## src/rtl/ft_sensor_frame_deframer_core_macros.svh

```systemverilog
// Assertion macros for the sensor frame deframer.
`ifndef FT_SENSOR_FRAME_DEFRAMER_CORE_MACROS_SVH
`define FT_SENSOR_FRAME_DEFRAMER_CORE_MACROS_SVH
`ifndef SYNTHESIS
// same-cycle implication
`define FTD_ASSERT_IMP(lbl, clk, rst, ante, cons) \
   lbl: assert property (@(posedge clk) disable iff (rst) (ante) |-> (cons)) \
      else $error("deframer assertion failed");
// next-cycle implication
`define FTD_ASSERT_NEXT(lbl, clk, rst, ante, cons) \
   lbl: assert property (@(posedge clk) disable iff (rst) (ante) |=> (cons)) \
      else $error("deframer assertion failed");
`else
`define FTD_ASSERT_IMP(lbl, clk, rst, ante, cons)
`define FTD_ASSERT_NEXT(lbl, clk, rst, ante, cons)
`endif
`endif

```

## src/rtl/ftd_pkg.sv

```systemverilog
// Package: types, constants and helper functions of the sensor frame deframer.
package ftd_pkg;

   localparam int FLOAT_FRAME_BYTES = 28;
   localparam int INT_FRAME_BYTES   = 16;
   localparam int PAYLOAD_OFFSET    = 2;
   localparam int STORE_DEPTH       = 32;
   localparam int PAY_BYTES         = 24;

   localparam logic [7:0]  HDR_A             = 8'h20;
   localparam logic [7:0]  HDR_B             = 8'h4E;
   localparam logic [15:0] CRC_INIT          = 16'hFFFF;
   localparam logic [15:0] CRC_POLY          = 16'hA001;
   localparam logic [30:0] FORCE_LIMIT_BITS  = 31'h461C4000;
   localparam logic [30:0] TORQUE_LIMIT_BITS = 31'h447A0000;
   localparam logic [1:0]  RATE_FLOAT        = 2'd3;

   typedef struct packed {
      logic [7:0]  rx_byte;
      logic [31:0] time_stamp;
   } req_type;

   typedef struct packed {
      logic [31:0] force_x;
      logic [31:0] force_y;
      logic [31:0] force_z;
      logic [31:0] torque_x;
      logic [31:0] torque_y;
      logic [31:0] torque_z;
      logic        is_float;
      logic [31:0] sample_time;
      logic [31:0] error_total;
   } rsp_type;

   // one byte of Modbus CRC-16, reflected
   function automatic logic [15:0] crc_byte(input logic [15:0] crc, input logic [7:0] b);
      logic [15:0] c;
      c = crc ^ {8'h00, b};
      for (int k = 0; k < 8; k++) begin
         c = c[0] ? ((c >> 1) ^ CRC_POLY) : (c >> 1);
      end
      return c;
   endfunction

   // finite and within magnitude limit, by bits
   function automatic logic float_ok(input logic [31:0] w, input logic [30:0] limit);
      logic [30:0] mag;
      mag = w[30:0];
      return (mag[30:23] != 8'hFF) && (mag <= limit);
   endfunction

   // saturating increment
   function automatic logic [31:0] sat_inc(input logic [31:0] v);
      return (v == 32'hFFFF_FFFF) ? v : v + 32'd1;
   endfunction

endpackage

```

## src/rtl/ft_sensor_frame_deframer_core.sv

```systemverilog
// Top level of the sensor frame deframer: byte store, header search, CRC and (float frames) range check.
//
// Usage:
//   req_* carries one received byte and its time stamp per item (valid/stall).
//   rsp_* carries one decoded sample (valid/stall); most bytes give no sample.
//   csr_* writes rate_code (valid/ready); any write empties the store and clears
//   the error count. Write only while the block is idle.
// Bytes sit in a 32-entry circular store read through one registered port.
// Per byte: the byte is accepted, then a header scan runs over the filled part of the store.
// When a full frame lies behind the header, a check pass reads the frame
// (16 bytes integer, 28 float), then a verify step and an emit step.
// A failed frame drops one byte and the scan repeats, so a byte can take
// several scan/check passes; each pass is bounded by the frame length.
// A finished sample waits in the output register; the next byte is accepted
// meanwhile, and the block only holds at emit while the old sample is stalled.
// Reset (synchronous) empties the store, clears the count and sets rate 0.
`include "ft_sensor_frame_deframer_core_macros.svh"
module ft_sensor_frame_deframer_core (
   input  logic             clock,
   input  logic             reset,
   input  logic             req_valid,
   output logic             req_stall,
   input  ftd_pkg::req_type req_data,
   output logic             rsp_valid,
   input  logic             rsp_stall,
   output ftd_pkg::rsp_type rsp_data,
   input  logic             csr_valid,
   output logic             csr_ready,
   input  logic [1:0]       csr_data
);
   import ftd_pkg::*;

   typedef enum logic [2:0] {
      ST_IDLE,
      ST_SCAN,
      ST_CHECK,
      ST_VERIFY,
      ST_EMIT
   } state_type;

   state_type   state_ff;
   logic [1:0]  rate_ff;
   logic [4:0]  head_ff;
   logic [4:0]  fill_ff;
   logic [31:0] err_ff;
   logic [4:0]  ri_ff;
   logic        dv_ff;
   logic [4:0]  di_ff;
   logic [7:0]  prev_ff;
   logic [15:0] crc_ff;
   logic [7:0]  crc_lo_ff;
   logic [7:0]  crc_hi_ff;
   logic [31:0] stamp_ff;
   logic [7:0]  pay_ff [PAY_BYTES];
   logic        rsp_valid_ff;
   rsp_type     rsp_ff;

   // frame store and its registered read port
   logic [7:0]  mem [STORE_DEPTH];
   logic [7:0]  rd_ff;
   logic [4:0]  raddr;
   logic [4:0]  waddr;

   logic        req_fire;
   logic        csr_fire;
   logic        is_flt;
   logic [4:0]  frame_len;
   logic        issue;
   logic        found;
   logic        scan_end;
   logic [4:0]  pos;
   logic [4:0]  pay_idx;
   logic        crc_good;
   logic        vals_ok;
   logic [31:0] vals [6];
   logic [4:0]  fill_in;
   logic        emit_go;

   assign req_fire  = req_valid && !req_stall;
   assign csr_fire  = csr_valid && csr_ready;
   assign req_stall = (state_ff != ST_IDLE) || csr_valid;
   assign csr_ready = (state_ff == ST_IDLE);
   assign rsp_valid = rsp_valid_ff;
   assign rsp_data  = rsp_ff;
   assign emit_go   = (state_ff == ST_EMIT) && (!rsp_valid_ff || !rsp_stall);

   assign is_flt    = (rate_ff == RATE_FLOAT);
   assign frame_len = is_flt ? 5'(FLOAT_FRAME_BYTES) : 5'(INT_FRAME_BYTES);
   assign raddr     = head_ff + ri_ff;
   assign waddr     = head_ff + fill_ff;
   assign issue     = (state_ff == ST_SCAN) ? (ri_ff < fill_ff) : (ri_ff < frame_len);

   // header search on the byte stream coming back from the store
   assign found    = dv_ff && (di_ff != 5'd0) && (prev_ff == HDR_A) && (rd_ff == HDR_B);
   assign pos      = di_ff - 5'd1;
   assign scan_end = dv_ff && (di_ff == fill_ff - 5'd1);
   assign pay_idx  = di_ff - 5'(PAYLOAD_OFFSET);
   assign fill_in  = fill_ff - pos;

   // sample words and plausibility
   always_comb begin
      vals_ok = 1'b1;
      for (int k = 0; k < 6; k++) begin
         if (is_flt) begin
            vals[k] = {pay_ff[4*k], pay_ff[4*k+1], pay_ff[4*k+2], pay_ff[4*k+3]};
            if (!float_ok(vals[k], (k < 3) ? FORCE_LIMIT_BITS : TORQUE_LIMIT_BITS)) begin
               vals_ok = 1'b0;
            end
         end else begin
            vals[k] = {{16{pay_ff[2*k+1][7]}}, pay_ff[2*k+1], pay_ff[2*k]};
         end
      end
   end
   assign crc_good = (crc_ff == {crc_hi_ff, crc_lo_ff});

   // store write and read
   always_ff @(posedge clock) begin
      if (req_fire) begin
         mem[waddr] <= req_data.rx_byte;
      end
      rd_ff <= mem[raddr];
   end

   // payload capture during the check pass
   always_ff @(posedge clock) begin
      if (state_ff == ST_CHECK && dv_ff && di_ff >= 5'(PAYLOAD_OFFSET)
          && pay_idx < 5'(PAY_BYTES)) begin
         pay_ff[pay_idx] <= rd_ff;
      end
   end

   // sequencer
   always_ff @(posedge clock) begin
      if (reset) begin
         state_ff     <= ST_IDLE;
         rate_ff      <= 2'd0;
         head_ff      <= 5'd0;
         fill_ff      <= 5'd0;
         err_ff       <= 32'd0;
         ri_ff        <= 5'd0;
         dv_ff        <= 1'b0;
         di_ff        <= 5'd0;
         rsp_valid_ff <= 1'b0;
      end else begin
         // emit sets valid itself, so the drain applies only in other states
         if (rsp_valid_ff && !rsp_stall && state_ff != ST_EMIT) begin
            rsp_valid_ff <= 1'b0;
         end
         dv_ff <= 1'b0;
         case (state_ff)
            ST_IDLE: begin
               if (csr_fire) begin
                  rate_ff <= csr_data;
                  fill_ff <= 5'd0;
                  err_ff  <= 32'd0;
               end else if (req_fire) begin
                  fill_ff  <= fill_ff + 5'd1;
                  stamp_ff <= req_data.time_stamp;
                  ri_ff    <= 5'd0;
                  state_ff <= ST_SCAN;
               end
            end
            ST_SCAN: begin
               if (issue) begin
                  ri_ff <= ri_ff + 5'd1;
               end
               dv_ff   <= issue;
               di_ff   <= ri_ff;
               prev_ff <= rd_ff;
               if (found) begin
                  if (pos != 5'd0) begin
                     err_ff  <= sat_inc(err_ff);
                     head_ff <= head_ff + pos;
                     fill_ff <= fill_in;
                  end
                  ri_ff    <= 5'd0;
                  dv_ff    <= 1'b0;
                  crc_ff   <= CRC_INIT;
                  state_ff <= (fill_in < frame_len) ? ST_IDLE : ST_CHECK;
               end else if (fill_ff <= 5'd1) begin
                  state_ff <= ST_IDLE;
               end else if (scan_end) begin
                  err_ff <= sat_inc(err_ff);
                  if (rd_ff == HDR_A) begin
                     head_ff <= head_ff + fill_ff - 5'd1;
                     fill_ff <= 5'd1;
                  end else begin
                     fill_ff <= 5'd0;
                  end
                  state_ff <= ST_IDLE;
               end
            end
            ST_CHECK: begin
               if (issue) begin
                  ri_ff <= ri_ff + 5'd1;
               end
               dv_ff <= issue;
               di_ff <= ri_ff;
               if (dv_ff) begin
                  if (di_ff < frame_len - 5'd2) begin
                     crc_ff <= crc_byte(crc_ff, rd_ff);
                  end else if (di_ff == frame_len - 5'd2) begin
                     crc_lo_ff <= rd_ff;
                  end else begin
                     crc_hi_ff <= rd_ff;
                     state_ff  <= ST_VERIFY;
                  end
               end
            end
            ST_VERIFY: begin
               if (crc_good && vals_ok) begin
                  state_ff <= ST_EMIT;
               end else begin
                  err_ff   <= sat_inc(err_ff);
                  head_ff  <= head_ff + 5'd1;
                  fill_ff  <= fill_ff - 5'd1;
                  ri_ff    <= 5'd0;
                  state_ff <= ST_SCAN;
               end
            end
            ST_EMIT: begin
               if (!rsp_valid_ff || !rsp_stall) begin
                  rsp_valid_ff <= 1'b1;
                  head_ff      <= head_ff + frame_len;
                  fill_ff      <= fill_ff - frame_len;
                  state_ff     <= ST_IDLE;
               end
            end
            default: begin
               state_ff <= ST_IDLE;
            end
         endcase
      end
   end

   // result register
   always_ff @(posedge clock) begin
      if (state_ff == ST_EMIT && (!rsp_valid_ff || !rsp_stall)) begin
         rsp_ff.force_x     <= vals[0];
         rsp_ff.force_y     <= vals[1];
         rsp_ff.force_z     <= vals[2];
         rsp_ff.torque_x    <= vals[3];
         rsp_ff.torque_y    <= vals[4];
         rsp_ff.torque_z    <= vals[5];
         rsp_ff.is_float    <= is_flt;
         rsp_ff.sample_time <= stamp_ff;
         rsp_ff.error_total <= err_ff;
      end
   end

   // checks
   `FTD_ASSERT_IMP(a_fill_bound, clock, reset, 1'b1, fill_ff <= 5'(FLOAT_FRAME_BYTES))
   `FTD_ASSERT_NEXT(a_accept_scans, clock, reset, req_fire, state_ff == ST_SCAN)
   `FTD_ASSERT_NEXT(a_emit_shows, clock, reset, emit_go, rsp_valid_ff)
   `FTD_ASSERT_NEXT(a_count_grows, clock, reset, !csr_fire, err_ff >= $past(err_ff))

endmodule
```

## config.mk

```make
export PLATFORM = sky130hd
export DESIGN_NAME = ft_sensor_frame_deframer_core
export DESIGN_NICKNAME = d
export VERILOG_FILES = /design/src/rtl/ftd_pkg.sv /design/src/rtl/ft_sensor_frame_deframer_core.sv
export VERILOG_INCLUDE_DIRS = /design/src /design/src/rtl
export SDC_FILE = /design/constraint.sdc
export NUM_CORES = 1
export LEC_CHECK = 0
export BUFFER_PORTS_ARGS = -buffer_cell sky130_fd_sc_hd__buf_2
export CAP_MARGIN = 10
export CORE_MARGIN = 2
export CORE_UTILIZATION = 27
export CTS_CLUSTER_SIZE = 28
export DETAILED_ROUTE_END_ITERATION = 6
export SKIP_CTS_REPAIR_TIMING = 1
export SYNTH_ARGS = -nofsm -noshare
export SYNTH_HDL_FRONTEND = slang
export SYNTH_SLANG_ARGS = --single-unit
export TNS_END_PERCENT = 5
```

## constraint.sdc

```tcl
create_clock -name clock -period 18.7 [get_ports clock]
set_input_delay 2.805 -clock clock [delete_from_list [all_inputs] [get_ports clock]]
set_output_delay 2.805 -clock clock [all_outputs]
set_load 0.03 [all_outputs]
```

==> run metrics, run 1 <==
Hold/Removal Path Class reg -> reg; Final Setup Violations 0; vias per std cell 4.619; Worst R2R Start pay_ff[23][2]; cells after synthesis 2,189; clk slew on worst S/H paths 0.06 ns; Period Utilization, post-route 0.3327; CP Capture Type primary output; largest net degree at the start of global routing 181; status finished clean; global-route wire length before repair 126,900 µm; Post-Syn Nets 2,288; TritonCTS buffer count 88; Synth async-reset ratio 0; Syn Area/Cell 15.40 µm²; Critical Path RT 15.89 ns; static leakage 0.01386 µW; Pwr Total 4458 µW; initial DRC count 1,979; Worst path slowest cell buf_2; most common cell after layout, fill and taps aside edfxtp_1; DRT antenna net count 0; vias in the first global route 19.27k; wire per inst 20.55 µm; worst r2r path cells 8; XOR/XNOR share of the synthesized area 0.02030; fin crit period 6.221 ns; crit-path max FO 9; critical path type in -> out; synthesized area 33,720 µm²; CTS tree yes; setup_tns 0 ns; Worst Path Buf+Inv 2; layout cells sized above 1 0.2193; PwrDens 111.3 nW/µm²; max-cap violations 0; clock sink count 844; top post-synthesis cells by area edfxtp_1 69%, mux4_2 5.3%, nand2_1 4.0%; post-synthesis mux area share 0.05919; Post-synth EDFFs 777; layout net count 2,617; crit path DAT 3.42 ns; Setup WS pre-CTS 12.49 ns; Setup WS post-layout 12.48 ns; Peak VDD IR 71.25 µV; Synth area leader edfxtp_1; First-pass DRT Iterations 7; Net Sw Frac 0.2514; Critical Path Max Stage Delay 0.22 ns; Post-Route WL 86,910 µm; Ports 307; Util after Layout 0.3236; Hold Vio Cnt, Final 0; commonest non-fill, non-tap cells in the layout 777 x edfxtp_1, 358 x nand2_1, 306 x buf_2, 124 x nor2_1, 123 x a21o_1; Area after DPL 37,170 µm²; DIE AREA 127,700 µm²; initial antenna violation count 4; core box area 123,800 µm²; clk_skew 0.07002 ns; vias 19.53k; slew margin rel. 0.2696; RSZ-0062 raised after global routing no; internal reg-to-reg setup slack 14.57 ns; Worst Setup EP req_stall; total global-route track usage 0.1327; Worst path most repeated cell buf_2; synth warn 0; Comb pwr share 0.128; main combinational cell family by area after synthesis simple AND/OR/NAND/NOR gates; drt drc 0; Highest Clock Rate 160.7 MHz; Clk Latency, worst-skew pair 0.69 ns; number of H-tree levels 3; Starting Density 0.2724; Top FF cell, synth edfxtp_1; grt ovf 0; Clk Tree Root Cell clkbuf_16; port bufs 306; Synth Area in Compound Gates 0.05852; CP Depth 3; Psw 1121 µW; row count 129; Seq pwr share 0.485; dpl hpwl 58,450 µm; fin. max-slew vios 0; register area share after synthesis 0.7318; Die Ht 357.4 µm; adder-cell share of the synthesized area 0.02041; design area 40,060 µm²; startpoint types input pin; RePlAce Congestion 0.8112; family with the most delay on the worst path buffers and inverters; Clock power frac 0.387; clk buf depth 3; Yosys cell types 78; worst r2r dst fill_ff[3]; Yosys reg bits 844; Worst-Margin Slew 1.096 ns; internal power 3337 µW; crit-path cells buf_2 > nand2b_1 > buf_2; die extent in x 357.4 µm; Post-Synth Simple-Gate Area 0.09463; area grow syn2layout 18.82%; CP Launch Point csr_valid; share of the synthesized area in the top cell type 0.6920
[power groups by stage]
stage | clock network [µW] | logic (µW) | registers [µW]
after CTS | 1760 | 586 | 2160
after detailed placement | 0 | 583 | 2200
after floorplan | 0 | 323 | 2230
after global placement | 0 | 580 | 2200
final | 1720 | 572 | 2160
after global routing | 1840 | 623 | 2160
[cell usage after synthesis (all sizes together), types with 3 or more instances]
library cell	instances
a21oi	62
fa	5
a31o	5
nand3	46
dfxtp	67
a221oi	3
nor2b	4
o311ai	3
a211oi	10
nand4	30
ha	47
nor3b	4
nor4	32
a21o	123
mux4	80
or4	5
buf	16
mux2	11
mux2i	7
inv	35
clkbuf	75
o41ai	3
o22ai	4
o31ai	5
nor3	29
and2	10
or3	21
o21ai	25
a21boi	5
nor2	125
nand2b	12
or4b	4
and3	7
nor4b	4
xnor2	44
a41o	3
nand2	359
a31oi	15
edfxtp	777
clkinv	3
xor2	29
and4	5
[flip-flops by register name, indices dropped and copies added (netlist names), 2 cells and up]
signal	count
crc_ff	16
crc_hi_ff	8
crc_lo_ff	8
di_ff	5
err_ff	32
fill_ff	5
head_ff	5
mem	256
pay_ff	192
prev_ff	8
rate_ff	2
rd_ff	8
ri_ff	5
rsp_data	257
stamp_ff	32
state_ff	3
[kinds of logic after synthesis]
kind of cell | after synthesis
compound gates | 286
fa+ha+maj | 52
xor+xnor | 75
simple gates | 705
flops | 844
buf+inv | 129
mux | 98
[worst min-delay path by stage]
stage | startpoint | endpoint | slack (ns) | cells after the start
after floorplan | stamp_ff[0] | rsp_data[32] | 0.40 | 0
after global placement | stamp_ff[26] | rsp_data[58] | 0.40 | 0
after detailed placement | stamp_ff[1] | rsp_data[33] | 0.41 | 0
after CTS | stamp_ff[1] | rsp_data[33] | 0.42 | 0
after global routing | stamp_ff[22] | rsp_data[54] | 0.42 | 0
final | stamp_ff[5] | rsp_data[37] | 0.42 | 0
[cell type report]
cell class,count,area (µm²)
fillers,12040,83740
flip-flops and latches,844,24670
multi-input cells,1216,8581
clock buffers,109,2341
well taps,1637,2048
repair buffers,330,1724
clock inverters,53,541.8
inverters,38,147.6
diodes,2,5.005
[metrics by stage]
stage | instances | hold slack [ns]
global route | 4227 | 0.4177
CTS | 4227 | 0.4201
floorplan | 2189 | 0.4003
finish | 4229 | 0.4172
global placement | 4065 | 0.4004
detailed placement | 4065 | 0.4052
[layer usage]
| layer | part of all wire | vias to the layer above | track usage |
|---|---|---|---|
| li1 | - | 8981 | - |
| met1 | 0.44 | 9801 | 0.1813 |
| met2 | 0.48 | 638 | 0.2175 |
| met3 | 0.060 | 112 | 0.02286 |
| met4 | 0.022 | 2 | 0.03580 |
| met5 | 0.00018 | - | 0 |
Note: power is estimated with default switching activity, not from simulation.
==> run 2, diff against run 1 <==
ABC_AREA = 1   (was not set)
clock period = 5.4 ns   (was 18.7 ns; I/O delays follow)
==> run metrics, run 2 <==
layout cells sized above 1 0.1648 (was 0.2193); crit-path max FO 89 (was 9); vias in the first global route 23.20k (was 19.27k); highest routed layer met5 (unchanged); Post-Syn Nets 3,163 (was 2,288); startpoint types register (was input pin); dpl hpwl 65,640 µm (was 58,450 µm); Clock power frac 0.328 (was 0.387); WL met3 6121 µm (was 5208 µm); wire per inst 18.51 µm (was 20.55 µm); Period Utilization, post-route 0.6086; row count 133 (was 129); Syn Area/Cell 11.63 µm² (was 15.40 µm²); Critical Path RT 6.00 ns (was 15.89 ns); core box area 131,300 µm² (was 123,800 µm²); area grow syn2layout 18.41% (was 18.82%); FILL cells 13.14k (was 12.04k); slew margin rel. 0.3752 (was 0.2696); worst r2r dst rd_ff[3] (was fill_ff[3]); Setup WS pre-CTS 2.150 ns (was 12.49 ns); grt ovf 0 (unchanged); Post-Route WL 96,420 µm (was 86,910 µm); Ports 307 (unchanged); CP Launch Point head_ff[1] (was csr_valid); DIE AREA 134,900 µm² (was 127,700 µm²); clock sink count 844 (unchanged); total global-route track usage 0.1399 (was 0.1327); layout net count 3,477 (was 2,617); critical path type reg -> reg (was in -> out); final std cells w/o fill 5,208 (was 4,229); clk_skew 0.05609 ns (was 0.07002 ns); Worst-Margin Slew 0.9372 ns (was 1.096 ns); fin. max-slew vios 0 (unchanged); most frequent cell after synthesis edfxtp_1 (unchanged); Top FF cell, synth edfxtp_1 (unchanged); Area after DPL 39,190 µm² (was 37,170 µm²); Peak VDD IR 296.8 µV (was 71.25 µV); drt drc 2 (was 0); CTS tree yes (unchanged); most frequent cells after synthesis 777 x edfxtp_1, 528 x nand2_1, 496 x nor2_1 (was 777 x edfxtp_1, 359 x nand2_1, 125 x nor2_1); internal reg-to-reg setup slack 2.11 ns (was 14.57 ns); Net Sw Frac 0.3328 (was 0.2514); max-cap violations 0 (unchanged); top post-synthesis cells by area edfxtp_1 65%, nand2_1 5.6%, nor2_1 5.2% (was edfxtp_1 69%, mux4_2 5.3%, nand2_1 4.0%); Comb pwr share 0.263 (was 0.128); RePlAce Congestion 0.8899 (was 0.8112); Post-Route M1 WL 42,050 µm (was 37,870 µm); port bufs 306 (unchanged); max FFs per register 257 (unchanged); status finished with violations (was finished clean); Final Setup Violations 0 (unchanged); Synth async-reset ratio 0 (unchanged); PwrDens 451.3 nW/µm² (was 111.3 nW/µm²); Hold Vio Cnt, Final 0 (unchanged); failing checks design-rule violations; worst hold stages 1 (was 0); share of the synthesized area in the top cell type 0.6546 (was 0.6920); register area share after synthesis 0.6922 (was 0.7318); hold worst-path end stamp_ff[11] (was rsp_data[37]); Setup WS post-layout 2.114 ns (was 12.48 ns); Hold/Removal Path Class in -> reg (was reg -> reg); static leakage 0.01506 µW (was 0.01386 µW); synthesized area 35,640 µm² (was 33,720 µm²); CP Capture Type register (was primary output); Clk Latency, worst-skew pair 0.72 ns (was 0.69 ns); Synth area leader edfxtp_1 (unchanged); die extent in x 367.3 µm (was 357.4 µm); vias 23.68k (was 19.53k); largest net degree at the start of global routing 203 (was 181); Highest Clock Rate 304.3 MHz; Die Ht 367.3 µm (was 357.4 µm); synth warn 0 (unchanged); Clk Tree Root Cell clkbuf_16 (unchanged); Starting Density 0.2715 (was 0.2724); vias per std cell 4.547 (was 4.619); commonest non-fill, non-tap cells in the layout 777 x edfxtp_1, 527 x nand2_1, 496 x nor2_1, 306 x buf_2, 248 x inv_1 (was 777 x edfxtp_1, 358 x nand2_1, 306 x buf_2, 124 x nor2_1, 123 x a21o_1); crit path DAT 3.89 ns (was 3.42 ns); global-route wire length before repair 143,800 µm (was 126,900 µm); hold_sp req_data[11] (was stamp_ff[5]); clk buf depth 3 (unchanged); worst r2r path cells 7 (was 8); TritonCTS buffer count 90 (was 88); number of H-tree levels 3 (unchanged); clk slew on worst S/H paths 0.06 ns (about the same); hold_ws 0.2770 ns (was 0.4172 ns); First-pass DRT Iterations 7 (unchanged); Yosys reg bits 844 (unchanged); initial DRC count 2,319 (was 1,979); Seq pwr share 0.409 (was 0.485); Yosys cell types 56 (was 78); setup_tns 0 ns (unchanged); cells after synthesis 3,064 (was 2,189); initial antenna violation count 4 (unchanged); internal power 12,710 µW (was 3337 µW); most common cell after layout, fill and taps aside edfxtp_1 (unchanged); dpl cells 5,041 (was 4,065); design area 42,210 µm² (was 40,060 µm²); Worst R2R Start head_ff[1] (was pay_ff[23][2]); Post-synth EDFFs 777 (unchanged); fin crit period 3.286 ns; met2 wire length 45,410 µm (was 41,880 µm); DRT antenna net count 0 (unchanged); Psw 6338 µW (was 1121 µW); RSZ-0062 raised after global routing no (unchanged)
## run 2: cell types whose count changed after synthesis, sizes merged, moves of 21 or more
| cell | delta |
|---|---|
| nor2 | +384 |
| or3 | -21 |
| nand4 | +24 |
| nand3 | +35 |
| o32ai | +63 |
| mux4 | -80 |
| nor4 | -22 |
| o21ai | +223 |
| a21o | -121 |
| nand2 | +184 |
| inv | +227 |
| o211ai | +21 |
## run 2: cells by family (layout without fill, tap and decap cells)
family	count (synthesis)	after routing	synth area share
DFF	844	844	0.6922
buffers and inverters	377	765	0.04247
other	0	1	0
muxes	17	17	0.005371
adders and majority gates	52	52	0.01931
xor gates and xnor gates	83	83	0.02039
and+or+nand+nor	1254	1254	0.1476
AOI/OAI and AO/OA	437	437	0.07259
## run 2: layout make-up
cell class,instances,area (µm²),area share
Clock buffer,112,2396,0.05677
Inverter,262,992.2,0.02351
Clock inverter,54,619.3,0.01467
Sequential cell,844,24670,0.5846
Multi-Input combinational cell,1843,9538,0.2260
Antenna cell,1,2.502,0.00005929
Timing Repair Buffer,337,1789,0.04239
Tap cell,1755,2196,0.05203
## run 2: critical path: stages (launching register included)
cell	delay, ns
dfxtp_1	0.46
fa_4	1.49
buf_4	0.35
o21ai_0	0.12
o32ai_1	0.20
mux2_2	0.24
nor2_1	0.05
o31ai_1	0.22
## run 2: metal layers
| layer | track usage | up-vias |
|---|---|---|
| met2 | 0.2294 | 803 |
| met4 | 0.04540 | 2 |
| li1 | - | 11300 |
| met5 | 0 | - |
| met3 | 0.02857 | 154 |
| met1 | 0.1845 | 11430 |
## run 2: worst max path at each step
stage / depth (start not counted) / slack (ns) / endpoint
after floorplan: 1 / -0.06 / rsp_data[0]
after global placement: 7 / 2.20 / rd_ff[3]
after detailed placement: 7 / 2.15 / rd_ff[3]
after CTS: 7 / 2.13 / rd_ff[3]
after global routing: 15 / 1.87 / err_ff[0]
final: 7 / 2.11 / rd_ff[3]
## run 2: power by group through the flow
stage / sequential (µW) / clock, µW / combinational, µW
2_1_floorplan: 7970 / 0 / 3370
3_3_place_gp: 7910 / 0 / 4990
3_5_place_dp: 7920 / 0 / 5000
4_1_cts: 7780 / 6400 / 5030
5_1_grt: 7800 / 6650 / 5540
6_report: 7780 / 6250 / 5010
## run 2: metrics by stage
stage / total power (µW) / util
after floorplan: 11340 / -
after global placement: 12900 / 0.2985
after detailed placement: 12920 / 0.2985
after CTS: 19210 / 0.3214
after global routing: 19990 / 0.3214
final: 19050 / 0.3215
